===== config.mk =====
export PLATFORM = sky130hd
export DESIGN_NAME = bc1_texture_block_decoder_unit
export DESIGN_NICKNAME = d
export VERILOG_FILES = /design/src/rtl/core/bc1d_pkg.sv /design/src/rtl/core/bc1_texture_block_decoder_unit.sv /design/src/rtl/core/bc1d_front.sv /design/src/rtl/core/bc1d_queue.sv /design/src/rtl/core/bc1d_back.sv
export SDC_FILE = /design/constraint.sdc
export NUM_CORES = 1
export LEC_CHECK = 0
export BUFFER_PORTS_ARGS = -buffer_cell sky130_fd_sc_hd__buf_2
export CAP_MARGIN = 25
export CORE_UTILIZATION = 65
export DETAILED_ROUTE_END_ITERATION = 6
export GPL_TIMING_DRIVEN = 0
export PLACE_DENSITY = 0.88
export SLEW_MARGIN = 10
export SYNTH_ARGS = -nofsm -noshare
export SYNTH_HDL_FRONTEND = slang
export SYNTH_HIERARCHICAL = 1
export SYNTH_SLANG_ARGS = --single-unit

===== constraint.sdc =====
create_clock -name clk_i -period 12.4 [get_ports clk_i]
set_input_delay 0 -clock clk_i [delete_from_list [all_inputs] [get_ports clk_i]]
set_output_delay 0 -clock clk_i [all_outputs]
set_load 0.02 [all_outputs]

===== src/rtl/core/bc1d_pkg.sv =====
// Shared types, constants and helper functions of the BC1 block decoder.
// Used by every module in rtl/core; depends on nothing else.
`default_nettype none
package bc1d_pkg;

  // One BC1 block as it arrives on the request side
  typedef struct packed {
    logic [15:0] color_a;
    logic [15:0] color_b;
    logic [31:0] index_bits;
  } in_item_t;

  // One decoded pixel row
  typedef struct packed {
    logic [23:0] pixel0_rgb;
    logic [23:0] pixel1_rgb;
    logic [23:0] pixel2_rgb;
    logic [23:0] pixel3_rgb;
    logic [11:0] dest_x;
    logic [12:0] dest_y;
    logic        last_row;
  } out_item_t;

  typedef logic [3:0][23:0] palette_t;

  // Classified block held between front and back end
  typedef struct packed {
    palette_t    pal;
    logic [31:0] index_bits;
    logic [11:0] dest_x;
    logic [12:0] dest_y;
  } blk_t;

  localparam int          MaxWidthDefault = 4096;
  localparam int          ColSpan         = 4096;
  localparam logic [12:0] ImageWidthReset = 13'd256;
  localparam int          QueueDepth      = 2;
  localparam int          RowsPerBlock    = 4;
  localparam logic [1:0]  LastRowIdx      = 2'd3;
  localparam logic        RegImageWidth   = 1'b0;

  // Truncating divide by three for values below 768: multiply by 683/2048
  function automatic logic [7:0] div3(input logic [9:0] x);
    logic [20:0] p;
    p = 21'(x) * 21'd683;
    return p[18:11];
  endfunction

endpackage
`default_nettype wire


===== src/rtl/core/bc1_texture_block_decoder_unit.sv =====
// Top level of the BC1 texture block decoder: APB register decode and the
// front end, block queue and back end. Depends on bc1d_pkg and rtl/core modules.
`default_nettype none
// Decodes one 64-bit BC1 (DXT1) block per request into four pixel-row results,
// top row first, each carrying four RGB888 pixels and the image position of
// the row. Endpoints expand to RGB888 by shift only; when color_a > color_b the
// palette adds truncated 2/3-1/3 blends, otherwise the truncated average and
// black. A block is taken whenever the internal two-block queue has room; the
// back end then drives one row per cycle into the result register while the
// result side keeps popping. The first row of a request passes through the
// block queue and then the result register to reach the result ports.
// Position counters step the column by four and wrap at image_width (or at
// MAX_WIDTH, capped at 4096), then advance the row by four modulo 8192.
// image_width sits at APB address 0 (reset 256); writing it clears the
// position. Write it only while no block is in flight.
module bc1_texture_block_decoder_unit #(
  parameter int MAX_WIDTH = bc1d_pkg::MaxWidthDefault
) (
  input  wire logic                clk_i,
  input  wire logic                rst_ni,
  // request side
  input  wire logic                push_i,
  input  wire bc1d_pkg::in_item_t  in_item_i,
  output logic                     full_o,
  // result side
  input  wire logic                pop_i,
  output logic                     empty_o,
  output bc1d_pkg::out_item_t      out_item_o,
  // configuration port
  input  wire logic                psel,
  input  wire logic                penable,
  input  wire logic                pwrite,
  input  wire logic [2:0]          paddr,
  input  wire logic [31:0]         pwdata,
  output logic [31:0]              prdata,
  output logic                     pready
);

  logic           cfg_we;
  logic [12:0]    image_width;
  logic           q_push, q_pop, q_full, q_empty;
  bc1d_pkg::blk_t q_wr_blk, q_rd_blk;

  // Decode the register index from the word address; the only register
  // is image_width, anything else reads as zero and ignores writes.
  assign pready = 1'b1;
  assign cfg_we = psel & penable & pwrite & (paddr[2] == bc1d_pkg::RegImageWidth);
  assign prdata = (paddr[2] == bc1d_pkg::RegImageWidth) ? {19'd0, image_width} : 32'd0;

  // Front end: classify the block, build its palette, tag its position
  bc1d_front #(
    .MAX_WIDTH (MAX_WIDTH)
  ) u_front (
    .clk_i         (clk_i),
    .rst_ni        (rst_ni),
    .push_i        (push_i),
    .in_item_i     (in_item_i),
    .q_full_i      (q_full),
    .cfg_we_i      (cfg_we),
    .cfg_width_i   (pwdata[12:0]),
    .full_o        (full_o),
    .q_push_o      (q_push),
    .q_blk_o       (q_wr_blk),
    .image_width_o (image_width)
  );

  // Hold classified blocks so either side can stall on its own
  bc1d_queue u_queue (
    .clk_i    (clk_i),
    .rst_ni   (rst_ni),
    .push_i   (q_push),
    .wr_blk_i (q_wr_blk),
    .pop_i    (q_pop),
    .full_o   (q_full),
    .empty_o  (q_empty),
    .rd_blk_o (q_rd_blk)
  );

  // Back end: emit one row per cycle while the result side keeps up, drop the block after its last row
  bc1d_back u_back (
    .clk_i      (clk_i),
    .rst_ni     (rst_ni),
    .q_empty_i  (q_empty),
    .q_blk_i    (q_rd_blk),
    .pop_i      (pop_i),
    .q_pop_o    (q_pop),
    .empty_o    (empty_o),
    .out_item_o (out_item_o)
  );

endmodule
`default_nettype wire


===== src/rtl/core/bc1d_front.sv =====
// Front end: takes BC1 blocks, builds the four-entry palette and tags the block
// with its image position. Depends on bc1d_pkg.
`default_nettype none
module bc1d_front #(
  parameter int MAX_WIDTH = bc1d_pkg::MaxWidthDefault
) (
  input  wire logic              clk_i,
  input  wire logic              rst_ni,
  input  wire logic              push_i,
  input  wire bc1d_pkg::in_item_t in_item_i,
  input  wire logic              q_full_i,
  input  wire logic              cfg_we_i,
  input  wire logic [12:0]       cfg_width_i,
  output logic                   full_o,
  output logic                   q_push_o,
  output bc1d_pkg::blk_t         q_blk_o,
  output logic [12:0]            image_width_o
);

  localparam int WrapLimitInt =
    (MAX_WIDTH < bc1d_pkg::ColSpan) ? MAX_WIDTH : bc1d_pkg::ColSpan;
  localparam logic [12:0] WrapLimit = 13'(WrapLimitInt);

  logic [12:0] width_q;
  logic [11:0] col_q, col_d;
  logic [12:0] row_q, row_d;
  logic [12:0] next_col;
  logic        wrap;

  logic [7:0] ar, ag, ab, br, bg, bb;
  logic [7:0] p2r, p2g, p2b, p3r, p3g, p3b;
  logic       four_colour;

  assign full_o        = q_full_i;
  assign q_push_o      = push_i & ~q_full_i;
  assign image_width_o = width_q;

  // expand endpoints by shift only
  assign ar = {in_item_i.color_a[15:11], 3'b000};
  assign ag = {in_item_i.color_a[10:5], 2'b00};
  assign ab = {in_item_i.color_a[4:0], 3'b000};
  assign br = {in_item_i.color_b[15:11], 3'b000};
  assign bg = {in_item_i.color_b[10:5], 2'b00};
  assign bb = {in_item_i.color_b[4:0], 3'b000};

  assign four_colour = in_item_i.color_a > in_item_i.color_b;

  always_comb begin
    if (four_colour) begin
      p2r = bc1d_pkg::div3({1'b0, ar, 1'b0} + 10'(br));
      p2g = bc1d_pkg::div3({1'b0, ag, 1'b0} + 10'(bg));
      p2b = bc1d_pkg::div3({1'b0, ab, 1'b0} + 10'(bb));
      p3r = bc1d_pkg::div3(10'(ar) + {1'b0, br, 1'b0});
      p3g = bc1d_pkg::div3(10'(ag) + {1'b0, bg, 1'b0});
      p3b = bc1d_pkg::div3(10'(ab) + {1'b0, bb, 1'b0});
    end else begin
      p2r = 8'((9'(ar) + 9'(br)) >> 1);
      p2g = 8'((9'(ag) + 9'(bg)) >> 1);
      p2b = 8'((9'(ab) + 9'(bb)) >> 1);
      p3r = 8'd0;
      p3g = 8'd0;
      p3b = 8'd0;
    end
  end

  always_comb begin
    q_blk_o.pal[0]     = {ar, ag, ab};
    q_blk_o.pal[1]     = {br, bg, bb};
    q_blk_o.pal[2]     = {p2r, p2g, p2b};
    q_blk_o.pal[3]     = {p3r, p3g, p3b};
    q_blk_o.index_bits = in_item_i.index_bits;
    q_blk_o.dest_x     = col_q;
    q_blk_o.dest_y     = row_q;
  end

  // raster position advance
  assign next_col = {1'b0, col_q} + 13'd4;
  assign wrap     = (next_col >= width_q) || (next_col >= WrapLimit);

  always_comb begin
    col_d = col_q;
    row_d = row_q;
    if (cfg_we_i) begin
      col_d = '0;
      row_d = '0;
    end else if (q_push_o) begin
      if (wrap) begin
        col_d = '0;
        row_d = row_q + 13'd4;
      end else begin
        col_d = next_col[11:0];
      end
    end
  end

  always_ff @(posedge clk_i or negedge rst_ni) begin
    if (!rst_ni) begin
      width_q <= bc1d_pkg::ImageWidthReset;
      col_q   <= '0;
      row_q   <= '0;
    end else begin
      if (cfg_we_i) width_q <= cfg_width_i;
      col_q <= col_d;
      row_q <= row_d;
    end
  end

endmodule
`default_nettype wire


===== src/rtl/core/bc1d_queue.sv =====
// Short block queue between front and back end.
// Depends on bc1d_pkg.
`default_nettype none
module bc1d_queue (
  input  wire logic           clk_i,
  input  wire logic           rst_ni,
  input  wire logic           push_i,
  input  wire bc1d_pkg::blk_t wr_blk_i,
  input  wire logic           pop_i,
  output logic                full_o,
  output logic                empty_o,
  output bc1d_pkg::blk_t      rd_blk_o
);

  localparam int PtrW = (bc1d_pkg::QueueDepth > 1) ? $clog2(bc1d_pkg::QueueDepth) : 1;
  localparam int CntW = $clog2(bc1d_pkg::QueueDepth + 1);
  localparam logic [CntW-1:0] Depth   = CntW'(bc1d_pkg::QueueDepth);
  localparam logic [PtrW-1:0] LastPtr = PtrW'(bc1d_pkg::QueueDepth - 1);

  bc1d_pkg::blk_t          mem_q [bc1d_pkg::QueueDepth];
  logic [PtrW-1:0]         wr_ptr_q, rd_ptr_q;
  logic [CntW-1:0]         count_q;
  logic                    do_push, do_pop;

  assign full_o   = (count_q == Depth);
  assign empty_o  = (count_q == '0);
  assign do_push  = push_i & ~full_o;
  assign do_pop   = pop_i & ~empty_o;
  assign rd_blk_o = mem_q[rd_ptr_q];

  always_ff @(posedge clk_i) begin
    if (do_push) mem_q[wr_ptr_q] <= wr_blk_i;
  end

  always_ff @(posedge clk_i or negedge rst_ni) begin
    if (!rst_ni) begin
      wr_ptr_q <= '0;
      rd_ptr_q <= '0;
      count_q  <= '0;
    end else begin
      if (do_push) wr_ptr_q <= (wr_ptr_q == LastPtr) ? '0 : wr_ptr_q + 1'b1;
      if (do_pop)  rd_ptr_q <= (rd_ptr_q == LastPtr) ? '0 : rd_ptr_q + 1'b1;
      if (do_push && !do_pop)      count_q <= count_q + 1'b1;
      else if (do_pop && !do_push) count_q <= count_q - 1'b1;
    end
  end

endmodule
`default_nettype wire


===== src/rtl/core/bc1d_back.sv =====
// Back end: walks the four rows of the queued block and holds each decoded row
// in the result register. Depends on bc1d_pkg.
`default_nettype none
module bc1d_back (
  input  wire logic           clk_i,
  input  wire logic           rst_ni,
  input  wire logic           q_empty_i,
  input  wire bc1d_pkg::blk_t q_blk_i,
  input  wire logic           pop_i,
  output logic                q_pop_o,
  output logic                empty_o,
  output bc1d_pkg::out_item_t out_item_o
);

  logic                valid_q;
  logic [1:0]          row_q;
  bc1d_pkg::out_item_t out_q, out_d;
  logic                load;
  logic [7:0]          idx;

  assign empty_o    = ~valid_q;
  assign out_item_o = out_q;
  // load the next row when the result register is free or being drained
  assign load       = ~q_empty_i & (~valid_q | pop_i);
  assign q_pop_o    = load & (row_q == bc1d_pkg::LastRowIdx);
  assign idx        = q_blk_i.index_bits[{row_q, 3'b000} +: 8];

  always_comb begin
    out_d.pixel0_rgb = q_blk_i.pal[idx[1:0]];
    out_d.pixel1_rgb = q_blk_i.pal[idx[3:2]];
    out_d.pixel2_rgb = q_blk_i.pal[idx[5:4]];
    out_d.pixel3_rgb = q_blk_i.pal[idx[7:6]];
    out_d.dest_x     = q_blk_i.dest_x;
    out_d.dest_y     = q_blk_i.dest_y + 13'(row_q);
    out_d.last_row   = (row_q == bc1d_pkg::LastRowIdx);
  end

  always_ff @(posedge clk_i) begin
    if (load) out_q <= out_d;
  end

  always_ff @(posedge clk_i or negedge rst_ni) begin
    if (!rst_ni) begin
      valid_q <= 1'b0;
      row_q   <= '0;
    end else begin
      if (load)        valid_q <= 1'b1;
      else if (pop_i)  valid_q <= 1'b0;
      if (load)        row_q   <= row_q + 2'd1;
    end
  end

endmodule
`default_nettype wire


==> metrics.cfg <==
[worst_setup_path]
criticalPathCategory = input pin to flip-flop
cp_slowest_stage_delay_ns = 0.58
cp.arrival_ns = 6.57
worst-path-max-fanout = 7
start_kind = input pin
endpoint_kind = flip-flop
path_cells = dlygate4sd3_1 > buf_2 > ha_1 > fa_1 > a21o_1 > a21oi_1 > nor2b_1 > o21ai_1 > inv_1 > ha_1 > ha_1 > inv_1 > fa_1 > inv_1 > fa_1 > ha_1 > ha_1 > a21oi_1 > o21bai_1 > a21oi_1 > a21boi_1 > nor3_1 > a31o_2 > nor4_1
worst_path_max_delay_cell = nor4_1
cpMostUsedCell = ha_1
cp_data_required_time_ns = 12.64

[routing]
drtIter0Drc = 1694
ant_nets = 0
route.detailed.drc = 0
first_pass_iters = 5
wire_per_inst_um = 22.23
postRouteWirelength_mm = 74.95
vias = 20220
vias_per_cell = 5.998

[cells_and_area]
n_antenna_cell = 0
nNetsFinal = 3283
num-fill-cells = 2752
area_growth_pct = 14.11
finish.utilization_pct = 75.90
drive_gt1_share_pct = 22.76

[pwr]
p_total_mw = 10.65
ir_drop_mv = 0.1610
p_per_area_nw_per_um2 = 299.0
p_leak_nw = 16.24

[floorplanning]
die_y_um = 221.2
start_util_pct = 66.52
num_rows = 79
die_x_um = 221.2
dieArea_sq_um = 48930
coreArea_sq_um = 46950
ios = 263

[timing]
timing.fmax_ghz = 0.1581
post-route-period-util_pct = 50.99
setup_slack_ns = 6.077
fin_crit_ns = 6.323
worst_pin_slew_ns = 0.7584
clock_skew_ns = 0.02295
rsz0062_at_grt = false
hold_viol = 0
slew_violations = 0
slew_headroom_pct = 48.98
hold_ws_ns = 0.1129
fin_tns_setup_ns = 0
setup_violations = 0

[cts]
cts_setup_buffers = 0
cts_sinks = 469
cts_tree = done
cts_buffer_depth = 3
cts_root_buffer = clkbuf_16
clkTransAtPathRegs_ns = 0.07
cts_made_buffers = 43
clkLatencyLatePin_ns = 0.55
h-tree-depth = 2

[place]
post-place-ws_ns = 6.059
dp_hpwl_mm = 54.57
place_congestion = 0.8966
portBuffers = 189

[worst_hold_path]
hold_path.class = input pin to flip-flop

[synth]
synth_edf_count = 428
synth_cell_types = 82
syn_area_per_cell_sq_um = 13.19
yosysSeqAreaShare_pct = 44.44
async_reset_ff_share_pct = 8.742
syn_inst = 2367
yosys_warnings = 6
ys_ff_latch = 469
syn_area_sq_um = 31230
ys.flop_type = edfxtp_1

[flow_run]
drv_cap = 0

[grt]
antenna_found_initial = 2
gr-usage-met3_pct = 3.957
met2_usage_pct = 52.59
grt_max_degree = 56
grt_overflow = 0
use_met1_pct = 39.51
grt_pass1_vias = 21100
track_usage_pct = 30.54
grt_pass1_wl_mm = 116.4
busiest_layer = met2

[outcome]
status = complete, no violations

## layer usage
layer / wire (um) / vias up
met2: 36930 / 870
met3: 5141 / 199
met5: 27 / -
li1: - / 9254
met1: 30050 / 9892
met4: 2802 / 4
## worst max-delay path, delay by kind of cell
family          cells  cell delay [ns]
fa+ha+maj           8             2.91
buf+inv             5             1.02
simple gates        3             0.76
compound gates      8             1.88
## layout make-up
type	count	area, sq um	share of cell area (%)
Sequential cell	469	13880	38.95
Inverter	178	668.1	1.875
Tap cell	607	759.5	2.131
Clock buffer	55	1194	3.349
Clock inverter	21	198.9	0.5582
Multi-Input combinational cell	1581	15480	43.44
Timing Repair Buffer	284	2092	5.870
Buffer	176	1363	3.823
## power breakdown
part	switching, mW	internal [mW]	leakage (nW)
logic	3.80	2.72	11.0
registers	0.207	2.61	4.53
clock network	0.561	0.761	0.679
total	4.56	6.09	16.2
## what timing repair did
| action | CTS | global route |
|---|---|---|
| hold endpoints to repair | 185 | 7 |
| hold buffers | 79 | 1 |
| gates resized for setup | 0 | 0 |
## final timing paths
check | start | endpoint | slack (ns) | cells past startpoint
min in group asynchronous | rst_ni | u_front/image_width_o[7] | 0.40 | 3
worst max-delay path | in_item_i[37] | u_queue/mem_q[1][143] | 6.08 | 24
worst min-delay path | push_i | u_front/row_q[2] | 0.11 | 4
worst min register to register | u_front/row_q[12] | u_queue/mem_q[0][12] | 0.49 | 0
max in group asynchronous | rst_ni | u_front/row_q[5] | 11.52 | 4
worst max register to register | u_front/col_q[4] | u_front/row_q[5] | 8.79 | 13
## synthesized netlist by cell type (all sizes together) (27+ instances only)
cell type	number	area (sq um)
a21o	31	232.7
a21oi	65	325.3
buf	170	1340
dfrtp	40	1001
edfxtp	428	12850
fa	70	1401
ha	374	4679
inv	178	668.1
mux2	161	2049
mux2i	302	3023
nand2	51	198.9
nor2	80	302.8
nor2b	27	193.9
o21ai	53	265.3
xnor2	80	700.7
xor2	40	350.3
## cells in the final DEF, fill, tap and decap left out, drive strengths merged, types with 27 or more instances in the layout
master / count
edfxtp: 428
ha: 374
buf: 374
mux2i: 302
inv: 178
mux2: 161
dlygate4sd3: 80
xnor2: 80
nor2: 80
fa: 70
a21oi: 65
clkbuf: 61
o21ai: 53
nand2: 51
conb: 40
xor2: 40
dfrtp: 40
a21o: 31
nor2b: 27
## through the flow
stage | cells | instance area, sq um
after global placement | 3200 | 33070
after CTS | 3369 | 35610
after detailed placement | 3214 | 33420
after global routing | 3371 | 35640
after floorplan | 2404 | 31370
final | 3371 | 35640
## logic make-up after synthesis
group,after synthesis,share of synthesized area [%]
flops,469,44.44
fa+ha+maj,444,19.47
other cells,3,0.03606
xor+xnor,120,3.365
buf+inv,354,6.502
compound gates,233,5.028
mux,467,16.53
simple gates,277,4.623
## flip-flops by register name, indices dropped and copies added, names as in the netlist
| name | flops |
|---|---|
| u_back/out_item_o | 122 |
| u_back/row_q | 2 |
| u_back/valid_q | 1 |
| u_front/col_q | 10 |
| u_front/image_width_o | 13 |
| u_front/row_q | 11 |
| u_queue/count_q | 2 |
| u_queue/mem_q | 306 |
| u_queue/rd_ptr_q | 1 |
| u_queue/wr_ptr_q | 1 |
(Power assumes the default switching activity.)
